## config.mk

```make
export PLATFORM = sky130hd
export DESIGN_NAME = nscc_step
export DESIGN_NICKNAME = d
export VERILOG_FILES = /design/src/design/nscc_pkg.sv /design/src/design/nscc_step.sv
export SDC_FILE = /design/constraint.sdc
export NUM_CORES = 1
export LEC_CHECK = 0
export ABC_CLOCK_PERIOD_IN_PS = 2600
export BUFFER_PORTS_ARGS = -buffer_cell sky130_fd_sc_hd__buf_2
export CAP_MARGIN = 20
export CELL_PAD_IN_SITES_DETAIL_PLACEMENT = 0
export CELL_PAD_IN_SITES_GLOBAL_PLACEMENT = 1
export CORE_AREA = 2 2 63 65
export DETAILED_ROUTE_END_ITERATION = 10
export DIE_AREA = 0 0 65 67
export PLACE_DENSITY = 0.84
export SETUP_SLACK_MARGIN = 0.05
export SLEW_MARGIN = 10
export SYNTH_ARGS = -nofsm -noshare
export SYNTH_HDL_FRONTEND = slang
export SYNTH_SLANG_ARGS = --single-unit
```

## constraint.sdc

```tcl
create_clock -name vclk -period 2.6
set_input_delay 0.26 -clock vclk [all_inputs]
set_output_delay 0.26 -clock vclk [all_outputs]
set_load 0.05 [all_outputs]
```

## src/design/nscc_pkg.sv

```systemverilog
// Package for the NMEA sentence checksum checker.
// Holds the operation codes, character constants, state record and hex decode.
// No dependencies.
`default_nettype none

package nscc_pkg;

   // Operation codes carried on the request opcode field
   typedef enum logic [0:0] {
      OP_OBSERVE = 1'b0,
      OP_CLEAR   = 1'b1
   } nscc_op_type;

   // Characters of interest
   localparam logic [7:0] CH_DOLLAR = 8'h24;
   localparam logic [7:0] CH_STAR   = 8'h2A;
   localparam logic [7:0] CH_G      = 8'h47;
   localparam logic [7:0] PRINT_LO  = 8'd32;
   localparam logic [7:0] PRINT_HI  = 8'd126;

   // Two hex digits close the checksum field
   localparam logic [1:0] HEX_DIGITS = 2'd2;

   // Sentence tracking state
   typedef struct packed {
      logic       in_sentence;
      logic       in_checksum_field;
      logic       talker_is_g;
      logic       valid_flag;
      logic [7:0] running_xor;
      logic [7:0] expected_sum;
      logic [1:0] hex_digit_count;
      logic [7:0] payload_count;
   } nscc_state_type;

   // Hex digit decode: bit 4 set means the byte is not a hex digit
   function automatic logic [4:0] nibble_of(input logic [7:0] b);
      logic [4:0] n;
      if (b >= 8'h30 && b <= 8'h39) begin
         n = {1'b0, 4'(b - 8'h30)};
      end else if (b >= 8'h41 && b <= 8'h46) begin
         n = {1'b0, 4'(b - 8'h37)};
      end else if (b >= 8'h61 && b <= 8'h66) begin
         n = {1'b0, 4'(b - 8'h57)};
      end else begin
         n = 5'h10;
      end
      return n;
   endfunction

endpackage

`default_nettype wire

```

## src/design/nscc_step.sv

```systemverilog
// Next-state logic for one received byte of the NMEA checksum checker.
// Depends on nscc_pkg for codes, constants and the state record.
`default_nettype none

module nscc_step
   import nscc_pkg::*;
(
   input  wire nscc_state_type cur_state,
   input  wire nscc_op_type    opcode,
   input  wire logic [7:0]     rx_byte,
   output nscc_state_type      nxt_state
);

   logic [4:0] nib;
   logic [7:0] sum_shifted;
   logic       printable;

   assign nib         = nibble_of(rx_byte);
   assign sum_shifted = {cur_state.expected_sum[3:0], nib[3:0]};
   assign printable   = (rx_byte >= PRINT_LO) && (rx_byte <= PRINT_HI);

   // Advance the sentence state for one byte or a clear
   always_comb begin
      nxt_state = cur_state;
      if (opcode == OP_CLEAR) begin
         nxt_state = '0;
      end else if (rx_byte == CH_DOLLAR) begin
         // Restart the sentence, keep the valid flag
         nxt_state             = '0;
         nxt_state.in_sentence = 1'b1;
         nxt_state.valid_flag  = cur_state.valid_flag;
      end else if (!cur_state.in_sentence) begin
         nxt_state = cur_state;
      end else if (!cur_state.in_checksum_field) begin
         if (rx_byte == CH_STAR) begin
            nxt_state.in_checksum_field = 1'b1;
         end else if (!printable) begin
            nxt_state.in_sentence = 1'b0;
         end else begin
            if (cur_state.payload_count == 8'd0) begin
               nxt_state.talker_is_g = (rx_byte == CH_G);
            end
            nxt_state.payload_count = cur_state.payload_count + 8'd1;
            nxt_state.running_xor   = cur_state.running_xor ^ rx_byte;
         end
      end else begin
         if (nib[4] || (cur_state.hex_digit_count >= HEX_DIGITS)) begin
            nxt_state.in_sentence = 1'b0;
         end else begin
            nxt_state.expected_sum    = sum_shifted;
            nxt_state.hex_digit_count = cur_state.hex_digit_count + 2'd1;
            // Second digit closes the sentence and sets the flag
            if (cur_state.hex_digit_count + 2'd1 == HEX_DIGITS) begin
               nxt_state.valid_flag  = cur_state.talker_is_g &&
                                       (cur_state.running_xor == sum_shifted);
               nxt_state.in_sentence = 1'b0;
            end
         end
      end
   end

endmodule

`default_nettype wire

```

==> summary.md, run 1 <==
| Metric | Value |
|---|---|
| Max Freq | 411 MHz |
| Post-route setup slack | 166 ps |
| Slew @ Worst Pin | 529 ps |
| Lkg Pwr | 0.712 nW |
| Metal-1 WL | 1530 um |
| Syn. warnings | 0 |
| Met2 routed WL | 1610 um |
| Setup-failing EPs final | 0 |
| 1st-pass router iterations | 4 |
| Synth Net Count | 214 |
| Combined area of the multi-input logic cells | 1050 um2 |
| Mapped Cells | 167 |
| CTS Hold Bufs | 0 |
| Vias in the first global route | 1187 |
| Final Net Count | 279 |
| CP Capture Type | primary output |
| Placer Congestion | 0.853 |
| Clkbuf count | 0 |
| Vias | 1337 |
| WS Path Type | input port to primary output |
| P&R area growth vs syn | 34.8% |
| Die Height | 67 um |
| # port buffers | 69 |
| VDD IR-drop max | 61.5 uV |
| Most frequent cell on the critical path | buf_2 |
| Hold Violations, Final | 0 |
| GRT Util Overall | 0.147 |
| DRT iter0 DRCs | 36 |
| Max cap viols | 0 |
| CP max stage cell | or3b_4 |
| Post-route ant nets | 0 |
| Antenna violations before repair | 0 |
| Util after Layout | 0.417 |
| Leading area contributor after synthesis | xor2_1 |
| Core region area | 3610 um2 |
| Min-delay worst type | input port to primary output |
| # diodes | 0 |
| Seq/Total Area, Yosys | 0 |
| First-pass GRT wire length | 5230 um |
| FFs & Latches | 0 |
| Share of post-route cells with drive strength above 1 | 0.378 |
| Cells along the critical path | buf_2 -> inv_1 -> ha_2 -> or3b_4 -> nand4_4 -> nand2_2 -> and4_4 -> buf_4 -> a211oi_2 -> buf_2 |
| Crit path DAT | 2170 ps |
| PD cells | 193 nW/um2 |
| Register area | 0 um2 |
| Cell Area, Synth | 1110 um2 |
| Max-slew violations | 0 |
| Worst rel slew slack | 0.646 |
| Die Area | 4360 um2 |
| Total congestion overflow | 0 |
| CP required | 2340 ps |
| Slowest cell delay on critical path | 400 ps |
| Fillers | 420 |
| Distinct cells, synth | 42 |
| Post-synth top area share | 0.102 |
| Post-DP HPWL | 2790 um |
| DR DRC count | 0 |
| Fin cells | 278 |
| Run status | finished, final reports clean |
| Starting Density | 0.309 |
| Synthesized area per cell | 6.68 um2 |
| Area contributors post-synth | xor2_1 10%, xnor2_1 9.4%, nor2_1 9.1%, ha_1 9.0%, nand2_1 8.4% |
| RSZ-0062 raised after global routing | true |
| DR WL met3 | 187 um |
| Shortest period the worst path allows | 2430 ps |
| Top routing layer used | met3 |
| Drt total wl | 3320 um |
| Most frequent cell after synthesis | nor2_1 |
| Chip Width | 65 um |
| Dpl cells | 278 |
| Dpl ws | 113 ps |
| Setup TNS | 0 ps |
| Avg Vias per Cell | 4.81 |
| Largest net degree at the start of global routing | 29 |
| I/O Pins | 69 |
| Routed WL per cell | 12.0 um |
| Crit Path Max Fanout | 13 |
| Top cells by count, synth | 27 x nor2_1, 25 x nand2_1, 13 x xor2_1, 12 x xnor2_1, 9 x a21oi_1 |
| Crit start category | input port |
| Post-CTS Setup Bufs | 0 |
| Row count | 22 |
| Hold_ws | 863 ps |
| Tcrit/Tclk final | 0.936 |
| PostCTS Resize Cnt | 0 |
[cell usage in the layout, fill, tap and decap left out, types with 2 or more instances in the layout]
cell	instances
buf_2	68
o21ai_0	2
nor2b_1	5
nor2_1	27
nand3_1	7
o31ai_2	2
ha_1	7
nand2b_1	3
a211oi_2	2
nor4b_1	2
nor3_1	5
a21oi_1	9
mux2i_1	2
xor2_1	13
inv_1	7
nand2_1	25
xnor2_1	12
nand4_1	5
buf_4	2
[logic make-up after synthesis]
group	synth area share
compound gates	0.152
xor+xnor	0.196
fa+ha+maj	0.0898
buf+inv	0.0786
mux	0.0180
simple gates	0.466
[where the power goes]
part | switching, mW | internal [mW] | total, mW
sequential | 0 | 0 | 0
clock | 0 | 0 | 0
combinational | 0.199 | 0.0915 | 0.290
total | 0.199 | 0.0915 | 0.290
[worst max-delay path, delay by kind of cell]
kind | cells | cell delay [ps]
AND/OR/NAND/NOR | 4 | 800
buffers and inverters | 4 | 700
adder cells (fa/ha/maj) | 1 | 200
AO/OA/AOI/OAI | 1 | 200
[per-stage QoR]
stage / instance area (um2) / total power, mW
floorplan: 1120 / 0.201
global placement: 1490 / 0.288
detailed placement: 1490 / 0.289
CTS: 1490 / 0.290
global route: 1500 / 0.313
finish: 1500 / 0.290
[metal layers]
metal / up-vias / GRT usage
met5: - / 0
met4: 0 / 0.00798
met3: 0 / 0.00845
met2: 41 / 0.281
met1: 591 / 0.189
li1: 705 / -
[worst paths after layout]
path,endpoint,depth (start not counted),slack (ps),start
worst max-delay path,nxt_state[12],10,170,rx_byte[1]
worst min-delay path,nxt_state[29],3,860,opcode
[final cells by class]
class,instances,share of cell area
inverters,8,0.0200
multi-input cells,151,0.696
well taps,48,0.0400
repair buffers,71,0.244
(Power assumes the default switching activity.)
==> run 2: changes to the inputs <==
--- a/config.mk
+++ b/config.mk
@@ -5,7 +5,7 @@
 export SDC_FILE = /design/constraint.sdc
 export NUM_CORES = 1
 export LEC_CHECK = 0
-export ABC_CLOCK_PERIOD_IN_PS = 2600
+export ABC_CLOCK_PERIOD_IN_PS = 3000
 export BUFFER_PORTS_ARGS = -buffer_cell sky130_fd_sc_hd__buf_2
 export CAP_MARGIN = 20
 export CELL_PAD_IN_SITES_DETAIL_PLACEMENT = 0
@@ -14,7 +14,6 @@
 export DETAILED_ROUTE_END_ITERATION = 10
 export DIE_AREA = 0 0 65 67
 export PLACE_DENSITY = 0.84
-export SETUP_SLACK_MARGIN = 0.05
 export SLEW_MARGIN = 10
 export SYNTH_ARGS = -nofsm -noshare
 export SYNTH_HDL_FRONTEND = slang
==> constraint.sdc (replaced) <==
create_clock -name vclk -period 3
set_input_delay 0.3 -clock vclk [all_inputs]
set_output_delay 0.3 -clock vclk [all_outputs]
set_load 0.05 [all_outputs]
==> run 2 against run 1 <==
Effect of this change: sequential share of layout area stayed put; count of clock-buffer cells in the layout stayed put; die area stayed put; cell count is 0.36% lower; final area is 2.2% lower; utilization is 0.90 points lower; first-iteration DRC count is 5.6% lower; critical path depth stayed put; total power is 15% lower; critical endpoint is now nxt_state[26].
==> summary.md, run 2 (synthesis results as in run 1) <==
| Metric | Value |
|---|---|
| First-pass GRT wire length | 5260 um (+0.52%) |
| Worst rel slew slack | 0.444 (-0.202) |
| Switching Power | 0.170 mW (-14%) |
| Crit path DAT | 2310 ps (+140 ps) |
| Run status | finished, final reports clean |
| Dpl ws | 387 ps (+275 ps) |
| PD cells | 168 nW/um2 (-13%) |
| Setup TNS | 0 ps (unchanged) |
| CP required | 2700 ps (+360 ps) |
| WS Path Type | input port to primary output |
| Crit Path Max Fanout | 14 (+1) |
| VDD IR-drop max | 62.8 uV (+2.1%) |
| Row count | 22 (unchanged) |
| Largest net degree at the start of global routing | 29 (unchanged) |
| Crit path from | rx_byte[0] |
| PostCTS Resize Cnt | 0 (unchanged) |
| Max Freq | 383 MHz |
| Vias | 1330 (-0.52%) |
| Starting Density | 0.309 (unchanged) |
| Hold path depth | 3 (unchanged) |
| CTS Hold Bufs | 0 (unchanged) |
| Seq pwr share | 0 (unchanged) |
| # port buffers | 69 (unchanged) |
| Clock share of power | 0 (unchanged) |
| Setup-failing EPs final | 0 (unchanged) |
| Comb power frac | 1.000 (about the same) |
| Drt total wl | 3290 um (-1.2%) |
| Crit start category | input port |
| # diodes | 0 (unchanged) |
| Avg Vias per Cell | 4.80 (-0.16%) |
| Register area | 0 um2 (unchanged) |
| Chip Width | 65 um (unchanged) |
| DRT iter0 DRCs | 34 (-5.6%) |
| Core region area | 3610 um2 (unchanged) |
| Slew @ Worst Pin | 829 ps (+300 ps) |
| Max cap viols | 0 (unchanged) |
| Die Height | 67 um (unchanged) |
| Total Power | 0.247 mW (-15%) |
| CP Capture Type | primary output |
| I/O Pins | 69 (unchanged) |
| RSZ-0062 raised after global routing | false |
| Placer Congestion | 0.875 (+2.7%) |
| Share of post-route cells with drive strength above 1 | 0.358 (-0.0202) |
| Post-route ant nets | 0 (unchanged) |
| Clkbuf count | 0 (unchanged) |
| Min-delay worst type | input port to primary output |
| 1st-pass router iterations | 4 (unchanged) |
| Antenna violations before repair | 0 (unchanged) |
| Leading cell type in the layout, fill and taps excluded | buf_2 |
| Post-DP HPWL | 2760 um (-1.2%) |
| Post-route setup slack | 389 ps (+223 ps) |
| Hold path start | opcode |
| DR DRC count | 0 (unchanged) |
| Util after Layout | 0.408 (-0.00902) |
| FFs & Latches | 0 (unchanged) |
| Routed WL per cell | 11.9 um (-0.82%) |
| Shortest period the worst path allows | 2610 ps |
| Fin cells | 277 (-0.36%) |
| Most frequent cells in the layout | 69 x buf_2, 27 x nor2_1, 25 x nand2_1 |
| GRT Util Overall | 0.147 (unchanged) |
| Sw Share | 0.687 (+0.00221) |
| Post-CTS Setup Bufs | 0 (unchanged) |
| Max-slew violations | 0 (unchanged) |
| Dpl cells | 277 (-0.36%) |
| Fillers | 422 (+0.48%) |
| P&R area growth vs syn | 31.9% |
| Total congestion overflow | 0 (unchanged) |
| Vias in the first global route | 1203 (+1.3%) |
| Lkg Pwr | 0.703 nW (-1.2%) |
| Die Area | 4360 um2 (unchanged) |
| Tcrit/Tclk final | 0.870 |
| Int Pwr | 0.0774 mW (-15%) |
| Hold Violations, Final | 0 (unchanged) |
| Final Net Count | 278 (-0.36%) |
[run 2: per-layer routing]
metal | global-route usage | wire length [um]
met1 | 0.203 | 1510
met2 | 0.258 | 1550
met3 | 0.0101 | 200
met4 | 0.0160 | 21
met5 | 0 | 0
[run 2: final cells by class]
class,instances,area (um2),area share
timing repair buffer,70,353,0.240
inverter,8,30.0,0.0204
tap,48,60.1,0.0409
multi-input combinational,151,1030,0.699
[run 2: path summary, 6_finish.rpt]
kind	end
max	nxt_state[26]
min	nxt_state[29]
[run 2: power by group through the flow]
| stage | Sequential [mW] | Clock [mW] | Combinational [mW] |
|---|---|---|---|
| 5_1_grt | 0 | 0 | 0.268 |
| 3_5_place_dp | 0 | 0 | 0.249 |
| 4_1_cts | 0 | 0 | 0.250 |
| 6_report | 0 | 0 | 0.247 |
| 3_3_place_gp | 0 | 0 | 0.248 |
| 2_1_floorplan | 0 | 0 | 0.173 |
[run 2: per-stage QoR]
| stage | instance area [um2] | hold WS, ps |
|---|---|---|
| after floorplan | 1110 | 772 |
| after global routing | 1470 | 976 |
| final | 1470 | 950 |
| after CTS | 1470 | 954 |
| after detailed placement | 1470 | 953 |
| after global placement | 1470 | 958 |
[run 2: critical path: stages]
cell and delay (ps):
buf_2 130, inv_1 110, ha_1 240, or3b_4 410
nand4_4 140, nand2_2 80, and4_4 250, a211o_1 300
o31ai_1 60, buf_2 300
==> run 3: changes to the inputs <==
--- a/config.mk
+++ b/config.mk
@@ -5,15 +5,15 @@
 export SDC_FILE = /design/constraint.sdc
 export NUM_CORES = 1
 export LEC_CHECK = 0
-export ABC_CLOCK_PERIOD_IN_PS = 3000
+export ABC_CLOCK_PERIOD_IN_PS = 2900
 export BUFFER_PORTS_ARGS = -buffer_cell sky130_fd_sc_hd__buf_2
 export CAP_MARGIN = 20
 export CELL_PAD_IN_SITES_DETAIL_PLACEMENT = 0
 export CELL_PAD_IN_SITES_GLOBAL_PLACEMENT = 1
-export CORE_AREA = 2 2 63 65
+export CORE_AREA = 2 2 64 66
 export DETAILED_ROUTE_END_ITERATION = 10
-export DIE_AREA = 0 0 65 67
-export PLACE_DENSITY = 0.84
+export DIE_AREA = 0 0 66 68
+export PLACE_DENSITY = 0.82
 export SLEW_MARGIN = 10
 export SYNTH_ARGS = -nofsm -noshare
 export SYNTH_HDL_FRONTEND = slang
==> constraint.sdc (replaced) <==
create_clock -name vclk -period 2.9
set_input_delay 0.29 -clock vclk [all_inputs]
set_output_delay 0.29 -clock vclk [all_outputs]
set_load 0.05 [all_outputs]
==> run 3 against run 2 <==
Effect of this change: count of clock-buffer cells in the layout unchanged; flip-flop and latch count stayed put; via count rose by 0.23%; global-route usage barely moved; total power increased by 4.0%; non-clock buffer count is the same; critical path type unchanged; critical endpoint unchanged; largest cell class unchanged.
==> summary.md, run 3 (synthesis results as in run 1) <==
| Metric | Value |
|---|---|
| Run status | finished, final reports clean |
| WS Path Type | input port to primary output |
| Cells along the critical path | buf_2 -> inv_1 -> ha_1 -> or3b_4 -> nand4_4 -> nand2_2 -> and4_4 -> a211o_1 -> o31ai_2 -> buf_2 |
| 1st-pass router iterations | 4 (unchanged) |
| Comb power frac | 1.000 (about the same) |
| Total Power | 0.257 mW (+4.0%) |
| PD cells | 174 nW/um2 (+3.5%) |
| DRT iter0 DRCs | 40 (+18%) |
| Hold Violations, Final | 0 (unchanged) |
| Stages on worst setup path | 10 (unchanged) |
| Chip Width | 66 um (+1.5%) |
| Core region area | 3860 um2 (+6.9%) |
| FFs & Latches | 0 (unchanged) |
| CP required | 2610 ps (-90 ps) |
| VDD IR-drop max | 45.3 uV (-28%) |
| GRT Util Overall | 0.147 (about the same) |
| Crit Path Max Fanout | 14 (unchanged) |
| Final Net Count | 278 (unchanged) |
| Post-DP HPWL | 2830 um (+2.6%) |
| Slew @ Worst Pin | 793 ps (-36.2 ps) |
| DR DRC count | 0 (unchanged) |
| Switching Power | 0.177 mW (+4.2%) |
| Most frequent cell on the critical path | buf_2 |
| CP delay by family, top | simple AND/OR/NAND/NOR gates |
| Fin cells | 279 (+0.72%) |
| First-pass GRT wire length | 5450 um (+3.7%) |
| Setup TNS | 0 ps (unchanged) |
| Avg Vias per Cell | 4.78 (-0.49%) |
| Setup-failing EPs final | 0 (unchanged) |
| Worst rel slew slack | 0.469 (+0.0243) |
| Most frequent cells in the layout | 69 x buf_2, 27 x nor2_1, 25 x nand2_1 |
| Row count | 23 (+4.5%) |
| Sw Share | 0.688 (+0.00133) |
| Lkg Pwr | 0.705 nW (+0.19%) |
| Total congestion overflow | 0 (unchanged) |
| Clkbuf count | 0 (unchanged) |
| Routed WL per cell | 12.1 um (+1.8%) |
| Vias | 1333 (+0.23%) |
| CTS Hold Bufs | 0 (unchanged) |
| Starting Density | 0.289 (-0.0201) |
| Die Area | 4490 um2 (+3.1%) |
| Leading cell type in the layout, fill and taps excluded | buf_2 |
| P&R area growth vs syn | 32.5% |
| PostCTS Resize Cnt | 0 (unchanged) |
| Int Pwr | 0.0802 mW (+3.6%) |
| Post-route setup slack | 292 ps (-97.1 ps) |
| Post-route ant nets | 0 (unchanged) |
| Seq pwr share | 0 (unchanged) |
| Register area | 0 um2 (unchanged) |
| Clock share of power | 0 (unchanged) |
| Min-delay worst type | input port to primary output |
| # port buffers | 69 (unchanged) |
| Tcrit/Tclk final | 0.899 |
| Drt total wl | 3370 um (+2.5%) |
| Antenna violations before repair | 0 (unchanged) |
| I/O Pins | 69 (unchanged) |
| RSZ-0062 raised after global routing | false |
| Max Freq | 383 MHz |
| Shortest period the worst path allows | 2610 ps |
| # diodes | 0 (unchanged) |
| Crit start category | input port |
| CP max stage cell | or3b_4 |
| Vias in the first global route | 1236 (+2.7%) |
| Placer Congestion | 0.803 (-8.3%) |
| CP Capture Type | primary output |
| Largest net degree at the start of global routing | 29 (unchanged) |
| Dpl ws | 278 ps (-110 ps) |
| CP Buf/Inv Count | 3 (unchanged) |
| Dpl cells | 279 (+0.72%) |
| Die Height | 68 um (+1.5%) |
| Share of post-route cells with drive strength above 1 | 0.362 (+0.00437) |
| Slowest cell delay on critical path | 410 ps (about the same) |
| Crit path DAT | 2320 ps (about the same) |
| Crit path from | rx_byte[0] |
| CP endpoint | nxt_state[26] |
| Post-CTS Setup Bufs | 0 (unchanged) |
| Max-slew violations | 0 (unchanged) |
| Max cap viols | 0 (unchanged) |
==> run 3: cell types whose count changed in the layout (fill, tap and decap cells not counted) <==
| cell | before | now |
|---|---|---|
| o31ai_2 | 1 | 2 |
| o31ai_1 | 1 | 0 |
==> run 3: area by class of cell <==
cell class | count | area [um2]
fill | 464 | 2380
inverter | 8 | 30.0
multi-input combinational | 151 | 1030
tap | 50 | 62.6
timing repair buffer | 70 | 353
==> run 3: layer usage <==
| metal | global-route usage | part of all wire |
|---|---|---|
| met5 | 0 | 0 |
| met4 | 0.0179 | 0.011 |
| met3 | 0.00822 | 0.067 |
| met2 | 0.280 | 0.47 |
| met1 | 0.188 | 0.45 |
==> run 3: how the worst min path moves through the flow <==
stage,startpoint,endpoint,slack [ps],depth (start not counted)
after detailed placement,opcode,nxt_state[29],940,3
after global routing,opcode,nxt_state[29],940,3
after CTS,opcode,nxt_state[29],930,3
after floorplan,opcode,nxt_state[29],750,1
after global placement,opcode,nxt_state[29],930,3
final,opcode,nxt_state[29],930,3
==> run 3: worst min-delay path: stages <==
cell	delay, ps
buf_2	110
nor2b_1	40
buf_2	200
==> run 3: through the flow <==
stage,utilization,instance area (um2),hold slack (ps)
6_report,0.383,1480,931
2_1_floorplan,-,1120,752
3_5_place_dp,0.383,1480,935
3_3_place_gp,0.383,1480,933
4_1_cts,0.383,1480,935
5_1_grt,0.383,1480,942
==> run 3: power groups by stage <==
stage	Clock [mW]	Combinational, mW	Sequential, mW
2_1_floorplan	0	0.180	0
3_3_place_gp	0	0.257	0
3_5_place_dp	0	0.258	0
4_1_cts	0	0.259	0
5_1_grt	0	0.279	0
6_report	0	0.257	0
